[config.mk]
export PLATFORM = sky130hd
export DESIGN_NAME = qpht_seq
export DESIGN_NICKNAME = d
export VERILOG_FILES = /design/src/hw/rtl/quadratic_probe_hash_table_assert.svh /design/src/hw/rtl/qpht_pkg.sv /design/src/hw/rtl/qpht_modadd.sv /design/src/hw/rtl/qpht_seq.sv
export SDC_FILE = /design/constraint.sdc
export NUM_CORES = 1
export LEC_CHECK = 0
export BUFFER_PORTS_ARGS = -buffer_cell sky130_fd_sc_hd__clkbuf_2
export CORE_MARGIN = 1
export CORE_UTILIZATION = 30
export DETAILED_ROUTE_END_ITERATION = 8
export GPL_TIMING_DRIVEN = 0
export PLACE_DENSITY = 0.52
export SLEW_MARGIN = 40
export SYNTH_ARGS = -nofsm -noshare
export SYNTH_HDL_FRONTEND = slang
export SYNTH_SLANG_ARGS = --single-unit
[constraint.sdc]
create_clock -name clk_i -period 4.91 [get_ports clk_i]
set_clock_uncertainty 0.05 [all_clocks]
set_input_delay 0.982 -clock clk_i [delete_from_list [all_inputs] [get_ports clk_i]]
set_output_delay 0.982 -clock clk_i [all_outputs]
set_load 0.05 [all_outputs]
[src/hw/rtl/quadratic_probe_hash_table_assert.svh]
// ----------------------------------------------------------------------------
// Assertion macros for the quadratic probe hash table
// Concurrent checks clocked on clk_i, off while rst_ni is low; empty when
// SYNTHESIS is set.
// ----------------------------------------------------------------------------
`ifndef QUADRATIC_PROBE_HASH_TABLE_ASSERT_SVH
`define QUADRATIC_PROBE_HASH_TABLE_ASSERT_SVH

`ifndef SYNTHESIS

// Plain property check.
`define QPHT_ASSERT(lbl, prop, msg) \
  lbl: assert property (@(posedge clk_i) disable iff (!rst_ni) (prop)) else $error(msg);

// Antecedent implies consequent in the following cycle.
`define QPHT_ASSERT_NEXT(lbl, ante, cons, msg) \
  `QPHT_ASSERT(lbl, (ante) |=> (cons), msg)

`else

`define QPHT_ASSERT(lbl, prop, msg)
`define QPHT_ASSERT_NEXT(lbl, ante, cons, msg)

`endif

`endif

[src/hw/rtl/qpht_pkg.sv]
// ----------------------------------------------------------------------------
// qpht_pkg
// Shared types, codes and field widths of the quadratic probe hash table.
// ----------------------------------------------------------------------------
`timescale 1ns / 1ps

package qpht_pkg;

  localparam int KEY_W  = 31;
  localparam int OP_W   = 2;
  localparam int STAT_W = 2;
  localparam int SLOT_W = 10;
  localparam int OCC_W  = 11;
  localparam int CFG_W  = 11;
  localparam int TAG_W  = 2;
  localparam int BIT_W  = 5;   // bit counter of the serial modulo

  localparam logic [CFG_W-1:0] CFG_RESET = 11'd11;
  localparam logic [BIT_W-1:0] KEY_MSB   = 5'd30;

  // request kinds
  localparam logic [OP_W-1:0] OP_INSERT = 2'd0;
  localparam logic [OP_W-1:0] OP_SEARCH = 2'd1;
  localparam logic [OP_W-1:0] OP_REMOVE = 2'd2;

  // result status
  localparam logic [STAT_W-1:0] STAT_OK        = 2'd0;
  localparam logic [STAT_W-1:0] STAT_NOT_FOUND = 2'd1;
  localparam logic [STAT_W-1:0] STAT_FULL      = 2'd2;

  // slot tags
  localparam logic [TAG_W-1:0] TAG_EMPTY   = 2'd0;
  localparam logic [TAG_W-1:0] TAG_USED    = 2'd1;
  localparam logic [TAG_W-1:0] TAG_DELETED = 2'd2;

  typedef struct packed {
    logic [OP_W-1:0]  operation;
    logic [KEY_W-1:0] key;
  } req_t;

  typedef struct packed {
    logic [STAT_W-1:0] status;
    logic [SLOT_W-1:0] slot_index;
    logic [OCC_W-1:0]  occupied;
  } res_t;

  // write strobes from the sequencer to the slot store
  typedef struct packed {
    logic             tag_we;
    logic             key_we;
    logic [TAG_W-1:0] tag;
  } store_wr_t;

  typedef enum logic [2:0] {
    QPHT_CLEAR,
    QPHT_IDLE,
    QPHT_DIV,
    QPHT_READ,
    QPHT_CHECK,
    QPHT_ADV
  } qpht_state_e;

endpackage

[src/hw/rtl/qpht_modadd.sv]
// ----------------------------------------------------------------------------
// qpht_modadd
// Shared modular adder: (a + b + cin) mod cap for a + b + cin below 2*cap.
// ----------------------------------------------------------------------------
`timescale 1ns / 1ps

module qpht_modadd #(
  parameter int W = 11
) (
  input  logic [W-1:0] a_i,
  input  logic [W-1:0] b_i,
  input  logic         cin_i,
  input  logic [W-1:0] cap_i,
  output logic [W-1:0] sum_o
);

  logic [W:0] raw;
  logic [W:0] red;

  assign raw = {1'b0, a_i} + {1'b0, b_i} + {{W{1'b0}}, cin_i};
  assign red = raw - {1'b0, cap_i};

  // one conditional subtract is enough given the operand bound
  assign sum_o = (raw >= {1'b0, cap_i}) ? red[W-1:0] : raw[W-1:0];

endmodule

[src/hw/rtl/qpht_seq.sv]
// ----------------------------------------------------------------------------
// qpht_seq
// Request sequencer: clearing pass, serial key modulo, probe walk and result
// register, all modular sums through one shared modular adder.
// ----------------------------------------------------------------------------
`timescale 1ns / 1ps

module qpht_seq #(
  parameter int MAX_SLOTS = 1024
) (
  input  logic                          clk_i,
  input  logic                          rst_ni,
  input  logic                          start_i,
  input  qpht_pkg::req_t                req_i,
  input  logic [$clog2(MAX_SLOTS):0]    cap_i,
  output logic                          busy_o,
  output logic                          done_o,
  output qpht_pkg::res_t                res_o,
  output qpht_pkg::store_wr_t           wr_o,
  output logic [$clog2(MAX_SLOTS)-1:0]  addr_o,
  output logic [qpht_pkg::KEY_W-1:0]    wkey_o,
  input  logic [qpht_pkg::TAG_W-1:0]    rd_tag_i,
  input  logic [qpht_pkg::KEY_W-1:0]    rd_key_i
);

  localparam int IW = $clog2(MAX_SLOTS);
  localparam int CW = IW + 1;
  localparam logic [IW-1:0] CLR_LAST = IW'(MAX_SLOTS - 1);

  qpht_pkg::qpht_state_e state_q, state_d;

  logic [IW-1:0]                clr_q, clr_d;
  logic [CW-1:0]                used_q, used_d;
  logic                         done_q, done_d;
  qpht_pkg::res_t               res_q, res_d;
  logic [qpht_pkg::OP_W-1:0]    op_q, op_d;
  logic [qpht_pkg::KEY_W-1:0]   key_q, key_d;
  logic [qpht_pkg::BIT_W-1:0]   bit_q, bit_d;
  logic [CW-1:0]                idx_q, idx_d;   // remainder during the modulo
  logic [CW-1:0]                sq_q, sq_d;     // (n-1)*(n-1) mod cap
  logic [CW-1:0]                odd_q, odd_d;   // (2n-1) mod cap
  logic [CW-1:0]                n_q, n_d;       // probe number

  logic [CW-1:0] ua, ub, usum, lim;
  logic          ucin;
  logic          is_ins, immediate, chk_hit, chk_stop;

  qpht_modadd #(.W(CW)) u_add (
    .a_i   (ua),
    .b_i   (ub),
    .cin_i (ucin),
    .cap_i (cap_i),
    .sum_o (usum)
  );

  assign lim    = (cap_i > CW'(1)) ? cap_i - CW'(1) : CW'(1);
  assign is_ins = (op_q == qpht_pkg::OP_INSERT);

  // unknown op and insert into a full table answer straight away
  assign immediate = (req_i.operation != qpht_pkg::OP_INSERT &&
                      req_i.operation != qpht_pkg::OP_SEARCH &&
                      req_i.operation != qpht_pkg::OP_REMOVE) ||
                     (req_i.operation == qpht_pkg::OP_INSERT && used_q >= cap_i);

  assign chk_hit  = is_ins ? (rd_tag_i != qpht_pkg::TAG_USED)
                           : (rd_tag_i == qpht_pkg::TAG_USED && rd_key_i == key_q);
  assign chk_stop = (!is_ins && rd_tag_i == qpht_pkg::TAG_EMPTY) || (n_q == lim);

  // shared adder operand select
  always_comb begin
    ua   = '0;
    ub   = '0;
    ucin = 1'b0;
    case (state_q)
      qpht_pkg::QPHT_DIV: begin
        ua   = idx_q;
        ub   = idx_q;
        ucin = key_q[bit_q];
      end
      qpht_pkg::QPHT_READ: begin
        ua   = odd_q;
        ub   = CW'(1);
        ucin = 1'b1;
      end
      qpht_pkg::QPHT_CHECK: begin
        ua = sq_q;
        ub = odd_q;
      end
      qpht_pkg::QPHT_ADV: begin
        ua = idx_q;
        ub = sq_q;
      end
      default: begin
        ua = '0;
      end
    endcase
  end

  // next state
  always_comb begin
    state_d = state_q;
    case (state_q)
      qpht_pkg::QPHT_CLEAR: begin
        if (clr_q == CLR_LAST) state_d = qpht_pkg::QPHT_IDLE;
      end
      qpht_pkg::QPHT_IDLE: begin
        if (start_i && !immediate) state_d = qpht_pkg::QPHT_DIV;
      end
      qpht_pkg::QPHT_DIV: begin
        if (bit_q == '0) state_d = qpht_pkg::QPHT_READ;
      end
      qpht_pkg::QPHT_READ: begin
        state_d = qpht_pkg::QPHT_CHECK;
      end
      qpht_pkg::QPHT_CHECK: begin
        state_d = (chk_hit || chk_stop) ? qpht_pkg::QPHT_IDLE : qpht_pkg::QPHT_ADV;
      end
      qpht_pkg::QPHT_ADV: begin
        state_d = qpht_pkg::QPHT_READ;
      end
      default: begin
        state_d = qpht_pkg::QPHT_IDLE;
      end
    endcase
  end

  // datapath and outputs
  always_comb begin
    clr_d  = clr_q;
    used_d = used_q;
    done_d = 1'b0;
    res_d  = res_q;
    op_d   = op_q;
    key_d  = key_q;
    bit_d  = bit_q;
    idx_d  = idx_q;
    sq_d   = sq_q;
    odd_d  = odd_q;
    n_d    = n_q;
    wr_o   = '0;
    addr_o = idx_q[IW-1:0];
    case (state_q)
      qpht_pkg::QPHT_CLEAR: begin
        addr_o     = clr_q;
        wr_o.tag_we = 1'b1;
        wr_o.tag    = qpht_pkg::TAG_EMPTY;
        clr_d      = clr_q + IW'(1);
      end
      qpht_pkg::QPHT_IDLE: begin
        if (start_i) begin
          op_d  = req_i.operation;
          key_d = req_i.key;
          bit_d = qpht_pkg::KEY_MSB;
          idx_d = '0;
          sq_d  = '0;
          odd_d = cap_i - CW'(1);  // -1: the first +2 lands on 1
          n_d   = CW'(1);
          if (immediate) begin
            done_d           = 1'b1;
            res_d.status     = (req_i.operation == qpht_pkg::OP_INSERT) ?
                               qpht_pkg::STAT_FULL : qpht_pkg::STAT_NOT_FOUND;
            res_d.slot_index = '0;
            res_d.occupied   = qpht_pkg::OCC_W'(used_q);
          end
        end
      end
      qpht_pkg::QPHT_DIV: begin
        idx_d = usum;
        bit_d = bit_q - qpht_pkg::BIT_W'(1);
      end
      qpht_pkg::QPHT_READ: begin
        odd_d = usum;
      end
      qpht_pkg::QPHT_CHECK: begin
        if (chk_hit) begin
          if (is_ins) begin
            wr_o.tag_we = 1'b1;
            wr_o.key_we = 1'b1;
            wr_o.tag    = qpht_pkg::TAG_USED;
            used_d      = used_q + CW'(1);
          end else if (op_q == qpht_pkg::OP_REMOVE) begin
            wr_o.tag_we = 1'b1;
            wr_o.tag    = qpht_pkg::TAG_DELETED;
            if (used_q != '0) used_d = used_q - CW'(1);
          end
          done_d           = 1'b1;
          res_d.status     = qpht_pkg::STAT_OK;
          res_d.slot_index = qpht_pkg::SLOT_W'(idx_q);
          res_d.occupied   = qpht_pkg::OCC_W'(used_d);
        end else if (chk_stop) begin
          done_d           = 1'b1;
          res_d.status     = is_ins ? qpht_pkg::STAT_FULL : qpht_pkg::STAT_NOT_FOUND;
          res_d.slot_index = '0;
          res_d.occupied   = qpht_pkg::OCC_W'(used_q);
        end else begin
          sq_d = usum;
          n_d  = n_q + CW'(1);
        end
      end
      qpht_pkg::QPHT_ADV: begin
        idx_d = usum;
      end
      default: begin
        done_d = 1'b0;
      end
    endcase
  end

  always_ff @(posedge clk_i or negedge rst_ni) begin
    if (!rst_ni) begin
      state_q <= qpht_pkg::QPHT_CLEAR;
      clr_q   <= '0;
      used_q  <= '0;
      done_q  <= 1'b0;
    end else begin
      state_q <= state_d;
      clr_q   <= clr_d;
      used_q  <= used_d;
      done_q  <= done_d;
    end
  end

  always_ff @(posedge clk_i) begin
    res_q <= res_d;
    op_q  <= op_d;
    key_q <= key_d;
    bit_q <= bit_d;
    idx_q <= idx_d;
    sq_q  <= sq_d;
    odd_q <= odd_d;
    n_q   <= n_d;
  end

  assign busy_o = (state_q != qpht_pkg::QPHT_IDLE);
  assign done_o = done_q;
  assign res_o  = res_q;
  assign wkey_o = key_q;

endmodule

==> results.json, run 1 <==
{
  "netlist_instances": 831,
  "detail-route-antenna-nets": 0,
  "layout_worst_path_cycle_share_pct": 109,
  "worst-path-max-fanout": 5,
  "synth_seq_area_share_pct": 43.4,
  "fmax_mhz": 187,
  "layout-drive-gt1-share_pct": 29.6,
  "tightestPinTransition_ns": 0.789,
  "powerDensity_mw_per_mm2": 756,
  "max_cap_viol_count": 0,
  "hold_path_class": "flip-flop to flip-flop",
  "dp_hpwl_mm": 20.0,
  "ys_warn_count": 0,
  "regToRegSetupSlack_ns": -0.43,
  "groute.usage.overall_pct": 18.0,
  "chipHeight_um": 172,
  "vias_per_cell": 5.08,
  "synth_top_flop_cell": "sky130_fd_sc_hd__edfxtp_1",
  "htreeDepth": 4,
  "pre_cts_ws_ns": -1.05,
  "antenna_found_initial": 0,
  "post_drt_wl_per_cell_um": 18.4,
  "coreArea_mm2": 0.0282,
  "drt_iter0_markers": 506,
  "status": "complete, but fails checks",
  "route.met2.wl_mm": 12.0,
  "critical_path_arrival_ns": 5.43,
  "rsz_0062_raised_after_global_routing": "true",
  "fp.dieW_um": 172,
  "crit_path_end_kind": "flip-flop",
  "dpl-instance-area_mm2": 0.0100,
  "antenna-diode-count": 0,
  "timing.critical_path.slowest_cell_delay_ns": 0.38,
  "place_congestion": 0.849,
  "timing.setup.critical_path_class": "flip-flop to flip-flop",
  "worst_slew_margin_rel_pct": 47.0,
  "finalSetupTns_ns": -11.18,
  "period_minus_slack_ns": 5.34,
  "drt-met1-wl_mm": 12.2,
  "area_delta_synth_final_pct": 27.9,
  "total_number_of_vias": 7161,
  "hold_violations": 0,
  "dieArea_mm2": 0.0297,
  "cts-buffers-inserted": 17,
  "synth-async-reset-ratio_pct": 19.2,
  "met3_wirelength_mm": 1.20,
  "core.rowCount": 61,
  "grt_first_pass_wirelength_mm": 39.8,
  "kind_of_cell_with_the_highest_combined_delay_on_the_critical_path": "compound AO/OA/AOI/OAI gates",
  "grt_max_degree": 34,
  "post-route-worst-setup-slack_ns": -0.428,
  "drt-total-wl_mm": 25.9,
  "violations": "setup timing",
  "worst_vdd_ir_mv": 0.424,
  "synth_edf_count": 105,
  "start_util_pct": 30.9,
  "grt_overflow_total": 0,
  "syn_area_mm2": 0.00870,
  "finish.instance_area_mm2": 0.0111,
  "register_bit_count_reported_by_yosys": 130,
  "synthesized_netlist_net_count": 954,
  "maxUsedRoutingLayer": "met4",
  "post_synth.cell_area_avg_um2": 10.5,
  "design.portCount": 150,
  "clkLatencyLatePin_ns": 0.43,
  "crit_path_required_time_ns": 5.01,
  "report.final.slew_viol_count": 0,
  "clock_tree.root_cell": "sky130_fd_sc_hd__clkbuf_16",
  "detail_route.first_pass.iterations": 5,
  "first_global_vias": 6938,
  "synth.lib_cells_used.distinct": 79,
  "slowest_stage": "sky130_fd_sc_hd__edfxtp_1",
  "cts.sink_count": 130,
  "cts.clk_slew.worst_paths_ns": 0.06,
  "nets": 1141,
  "drc": 0,
  "report.power.total_mw": 8.41,
  "cellLeakagePower_nw": 4.43,
  "cp-start-kind": "flip-flop",
  "timing.final.setup_violations": 33,
  "placement.io_buffers": 147,
  "worstPathBufferInverterCount": 6,
  "utilization_pct": 39.5,
  "cts.path.max_buffers": 2,
  "tritoncts": "yes"
}
## path summary, 6_finish.rpt
kind | endpoint | cells past startpoint | startpoint
setup / recovery | odd_q[6]$_DFFE_PP_ | 27 | bit_q[0]$_SDFFCE_PP0P_
hold / removal | clr_q[9]$_DFFE_PN0P_ | 1 | clr_q[9]$_DFFE_PN0P_
setup reg to reg | odd_q[6]$_DFFE_PP_ | 27 | bit_q[0]$_SDFFCE_PP0P_
hold reg to reg | clr_q[9]$_DFFE_PN0P_ | 1 | clr_q[9]$_DFFE_PN0P_
max in group asynchronous | clr_q[0]$_DFFE_PN0P_ | 1 | rst_ni
min in group asynchronous | done_o$_DFF_PN0_ | 1 | rst_ni
## through the flow
stage,cells,hold slack (ns)
2_1_floorplan,831,0.400
3_3_place_gp,1356,0.425
3_5_place_dp,1358,0.427
4_1_cts,1403,0.437
5_1_grt,1409,0.456
6_report,1409,0.435
## cells by family (layout without fill, tap and decap cells)
| group | count (synthesis) | after routing | synth area share, % |
|---|---|---|---|
| muxes | 74 | 74 | 9.20 |
| AOI/OAI and AO/OA | 165 | 165 | 12.8 |
| xor gates and xnor gates | 96 | 96 | 9.75 |
| DFF | 130 | 130 | 43.4 |
| adders and majority gates | 43 | 43 | 6.44 |
| buffers and inverters | 75 | 275 | 3.42 |
| and+or+nand+nor | 248 | 248 | 15.0 |
## layout make-up
type / instances / area (µm²)
clock inverter: 14 / 178
sequential: 130 / 3780
buffer: 37 / 196
timing repair buffer: 170 / 933
fill: 2783 / 17000
clock buffer: 18 / 429
tap: 378 / 473
inverter: 36 / 135
multi-input combinational: 626 / 5000
## Yosys cell counts, drive strengths merged (21+ instances only)
library cell  instances  area [µm²]
ha                   40         500
nor3                 21         121
clkbuf               23        86.3
dfrtp                25         626
o21ai                31         155
mux2i                53         531
nor2                 55         206
inv                  36         135
nand2                57         214
xnor2                79         699
edfxtp              105        3150
a21oi                42         214
## sequential cells by signal (all words and copies together), names as in the netlist
name and count:
wkey_o 31, clr_q 10, res_o 23, idx_q 11, sq_q 11, done_o 1, n_q 11, odd_q 11
state_q 3, bit_q 5, used_q 11, op_q 2
## report_power, final
group / internal, mW / switching, mW / total, mW
logic: 2.20 / 3.02 / 5.23
clock network: 0.807 / 0.549 / 1.36
registers: 1.58 / 0.253 / 1.83
## metal layers
layer  track usage (%)  up-vias
li1                  -     3470
met1              24.8     3464
met2              28.9      197
met3              3.09       30
met4              4.62        0
met5                 0        -
## placed cells by master (no fill, tap or decap), types with 7 or more instances in the layout
cell / instances
sky130_fd_sc_hd__mux2i_4: 10
sky130_fd_sc_hd__a31oi_1: 7
sky130_fd_sc_hd__and3_1: 8
sky130_fd_sc_hd__a21oi_2: 8
sky130_fd_sc_hd__buf_2: 10
sky130_fd_sc_hd__xor2_1: 17
sky130_fd_sc_hd__inv_1: 34
sky130_fd_sc_hd__nand4_1: 18
sky130_fd_sc_hd__mux2i_1: 43
sky130_fd_sc_hd__dfrtp_1: 25
sky130_fd_sc_hd__edfxtp_1: 105
sky130_fd_sc_hd__nand3_1: 19
sky130_fd_sc_hd__clkbuf_16: 17
sky130_fd_sc_hd__or3_1: 7
sky130_fd_sc_hd__nor2_1: 52
sky130_fd_sc_hd__nor3_1: 19
sky130_fd_sc_hd__and2_1: 15
sky130_fd_sc_hd__xnor2_1: 73
sky130_fd_sc_hd__nand2b_1: 13
sky130_fd_sc_hd__ha_1: 36
sky130_fd_sc_hd__buf_4: 19
sky130_fd_sc_hd__a21o_1: 7
sky130_fd_sc_hd__o22ai_1: 18
sky130_fd_sc_hd__nand2_1: 55
sky130_fd_sc_hd__a21oi_1: 34
sky130_fd_sc_hd__clkbuf_1: 20
sky130_fd_sc_hd__mux2_2: 16
sky130_fd_sc_hd__clkbuf_2: 149
sky130_fd_sc_hd__o21ai_0: 23
## what timing repair did
action | 4_1_cts | 5_1_grt
setup buffers | 13 | 8
cloned | 1 | 0
resized for setup | 47 | 18
hold endpoints to repair | 0 | 0
endpoints found under the setup margin | 33 | 33
hold buffers | 0 | 0
pin swaps | 25 | 15
(Power assumes the default switching activity.)
==> run 2, diff against run 1 <==
Settings changed: ABC_AREA set to 1.
==> run 2 against run 1 <==
Against the previous run: the flow now finishes without violations; sequential cell count did not move; cell count rose by 18%; wire length increased by 1.3%; combinational power down 7.1%; register-to-register slack improved by 0.69 ns; global-route usage decreased by 0.52 points; non-clock buffer count fell by 23; via count up 11%; design area is 2.7% lower; critical path type unchanged; largest cell class unchanged; largest power group unchanged.
==> results.json, run 2 <==
{
  "status": "complete, no violations",
  "total_number_of_vias": 7914,
  "holdWs_ns": 0.469,
  "post-synth-top-area-fraction_pct": 35.9,
  "synth.most_common_cell": "sky130_fd_sc_hd__nand2_1",
  "area_delta_synth_final_pct": 23.3,
  "fp.dieW_um": 173,
  "antenna_found_initial": 0,
  "clock_tree.root_cell": "sky130_fd_sc_hd__clkbuf_16",
  "cellLeakagePower_nw": 4.89,
  "post-route-worst-setup-slack_ns": 0.267,
  "synth_seq_area_share_pct": 43.0,
  "worst_slew_margin_rel_pct": 52.5,
  "netlist_instances": 1088,
  "crit_path_end_kind": "flip-flop",
  "ff_latch_area_mm2": 0.00378,
  "powerDensity_mw_per_mm2": 744,
  "critical_path_arrival_ns": 4.77,
  "synth.top_cells.by_area": "sky130_fd_sc_hd__edfxtp_1 36%, sky130_fd_sc_hd__nand2_1 10%, sky130_fd_sc_hd__dfrtp_1 7.1%",
  "yosys.area.top_type": "sky130_fd_sc_hd__edfxtp_1",
  "synth.lib_cells_used.distinct": 48,
  "worst-path-max-fanout": 10,
  "ys_warn_count": 0,
  "period_minus_slack_ns": 4.64,
  "coreArea_mm2": 0.0288,
  "synth_top_flop_cell": "sky130_fd_sc_hd__edfxtp_1",
  "tightestPinTransition_ns": 0.713,
  "dpl-instance-area_mm2": 0.0101,
  "synthesized_netlist_net_count": 1211,
  "cts.clk_slew.worst_paths_ns": 0.08,
  "core.rowCount": 62,
  "grt_overflow_total": 0,
  "n_fill_cell": 2985,
  "finish.instance_area_mm2": 0.0108,
  "design.portCount": 150,
  "timing.setup.critical_path_class": "flip-flop to flip-flop",
  "report.final.slew_viol_count": 0,
  "area_of_the_multi_input_gates_mm2": 0.00444,
  "layout.cells.most_common": "sky130_fd_sc_hd__nand2_1",
  "finalSetupTns_ns": 0,
  "ys_top_cells_by_count": "245 x sky130_fd_sc_hd__nand2_1, 135 x sky130_fd_sc_hd__inv_1, 119 x sky130_fd_sc_hd__nor2_1, 105 x sky130_fd_sc_hd__edfxtp_1, 78 x sky130_fd_sc_hd__o21ai_0",
  "register_bit_count_reported_by_yosys": 130,
  "layout_common_cells": "242 x sky130_fd_sc_hd__nand2_1, 150 x sky130_fd_sc_hd__clkbuf_2, 132 x sky130_fd_sc_hd__inv_1",
  "groute.usage.overall_pct": 17.4,
  "synth-async-reset-ratio_pct": 19.2,
  "nets": 1385,
  "placement.io_buffers": 149,
  "post-place-cells": 1623,
  "antenna-diode-count": 0,
  "first_global_vias": 7436,
  "post_synth.cell_area_avg_um2": 8.08,
  "synth_edf_count": 105,
  "grt_max_degree": 26,
  "cts.path.max_buffers": 2,
  "start_util_pct": 30.5,
  "drt-total-wl_mm": 26.2,
  "dp_hpwl_mm": 20.7,
  "reg2reg_depth": 24,
  "syn_area_mm2": 0.00879,
  "timing.final.setup_violations": 0,
  "detail-route-antenna-nets": 0,
  "clkLatencyLatePin_ns": 0.44,
  "post_drt_wl_per_cell_um": 15.8,
  "fmax_mhz": 215,
  "grt_first_pass_wirelength_mm": 40.5,
  "detail_route.first_pass.iterations": 5,
  "hold_violations": 0,
  "hold_path_class": "flip-flop to flip-flop",
  "cts-buffers-inserted": 17,
  "layout_worst_path_cycle_share_pct": 94.6,
  "drt_iter0_markers": 489,
  "tritoncts": "yes",
  "place_congestion": 0.864,
  "max_cap_viol_count": 0,
  "pre_cts_ws_ns": -0.385,
  "chipHeight_um": 173,
  "htreeDepth": 4,
  "dieArea_mm2": 0.0300,
  "drc": 0,
  "cp-start-kind": "flip-flop",
  "vias_per_cell": 4.77,
  "finalNonFillerCells": 1659,
  "worst_vdd_ir_mv": 0.379,
  "worstHoldPathCells": 1,
  "largest_register_ffs": 31,
  "crit_path_required_time_ns": 5.04,
  "cts.sink_count": 130,
  "layout-drive-gt1-share_pct": 21.6
}
-- run 2: cell count changes after synthesis, sizes merged, moves of 13 or more --
cell    before  now
inv         36  142
nor3        21    8
nand2       57  251
nand3       19   57
xor2        17   35
o22ai       19    5
nand2b      13    0
and2        16    0
mux2i       53    4
nor2        55  129
mux2        18    0
xnor2       79   19
o21ai       31  118
-- run 2: critical path, stage by stage (launching register included) --
cell                       delay, ns
sky130_fd_sc_hd__edfxtp_1       0.52
sky130_fd_sc_hd__buf_4          0.22
sky130_fd_sc_hd__o21ai_0        0.16
sky130_fd_sc_hd__nand2_1        0.09
sky130_fd_sc_hd__o221ai_2       0.20
sky130_fd_sc_hd__nand3_2        0.12
sky130_fd_sc_hd__a31oi_4        0.22
sky130_fd_sc_hd__fa_2           0.24
sky130_fd_sc_hd__inv_1          0.05
sky130_fd_sc_hd__fa_2           0.35
sky130_fd_sc_hd__inv_2          0.08
sky130_fd_sc_hd__nand2_1        0.05
sky130_fd_sc_hd__nand3_1        0.13
sky130_fd_sc_hd__a21oi_1        0.10
sky130_fd_sc_hd__xnor2_1        0.25
sky130_fd_sc_hd__ha_1           0.33
sky130_fd_sc_hd__nand2_2        0.12
sky130_fd_sc_hd__inv_1          0.05
sky130_fd_sc_hd__a21boi_1       0.17
sky130_fd_sc_hd__nand3_2        0.13
sky130_fd_sc_hd__a21oi_2        0.17
sky130_fd_sc_hd__nand2_2        0.07
sky130_fd_sc_hd__buf_6          0.14
sky130_fd_sc_hd__o21ai_2        0.27
sky130_fd_sc_hd__o21ai_1        0.11
-- run 2: layer usage --
metal	track usage (%)	vias up	share of wire (%)
li1	-	4003	-
met1	23.9	3717	47
met2	28.4	170	47
met3	2.92	24	4.0
met4	4.61	0	1.2
met5	0	-	0
-- run 2: cell type report --
type	instances	area share [%]
multi-input combinational	787	41.0
sequential	130	34.9
timing repair buffer	158	7.65
inverter	142	4.98
tap	384	4.44
clock buffer	17	3.93
buffer	26	1.65
clock inverter	15	1.43
-- run 2: final timing paths --
path,from,endpoint,slack (ns)
setup / recovery,bit_q[0]$_SDFFCE_PP0P_,odd_q[5]$_DFFE_PP_,0.27
hold / removal,clr_q[3]$_DFFE_PN0P_,clr_q[3]$_DFFE_PN0P_,0.47
setup reg to reg,bit_q[0]$_SDFFCE_PP0P_,odd_q[5]$_DFFE_PP_,0.27
hold reg to reg,clr_q[3]$_DFFE_PN0P_,clr_q[3]$_DFFE_PN0P_,0.47
max in group asynchronous,rst_ni,used_q[5]$_DFFE_PN0P_,3.80
min in group asynchronous,rst_ni,state_q[1]$_DFFE_PN0P_,0.54
-- run 2: kinds of logic after synthesis --
| logic type | count (synthesis) | share of synthesized area (%) |
|---|---|---|
| buffers and inverters | 171 | 7.96 |
| AND/OR/NAND/NOR | 468 | 22.5 |
| adder cells (fa/ha/maj) | 43 | 6.38 |
| XOR/XNOR | 54 | 5.38 |
| multiplexers | 4 | 0.456 |
| AO/OA/AOI/OAI | 218 | 14.3 |
| flip-flops | 130 | 43.0 |
-- run 2: what timing repair did --
| action | in CTS | in global routing |
|---|---|---|
| setup endpoints to repair | 33 | 33 |
| hold buffers | 0 | 0 |
| pin swaps | 0 | 10 |
| cloned | 0 | 1 |
| buffers inserted | 0 | 6 |
| resized for setup | 13 | 44 |
-- run 2: power by group --
group	switching [mW]	internal (mW)	total, mW	leakage [nW]
Sequential	0.245	1.68	1.93	1.31
Combinational	3.35	1.51	4.86	3.29
Clock	0.589	0.682	1.27	0.286
Total	4.19	3.87	8.06	4.89
-- run 2: per-stage QoR --
stage               utilization [%]  total power [mW]
finish                         37.6              8.06
global route                   37.6              8.68
CTS                            37.1              7.94
detailed placement             35.0              6.59
global placement               34.8              6.54
floorplan                         -              5.29
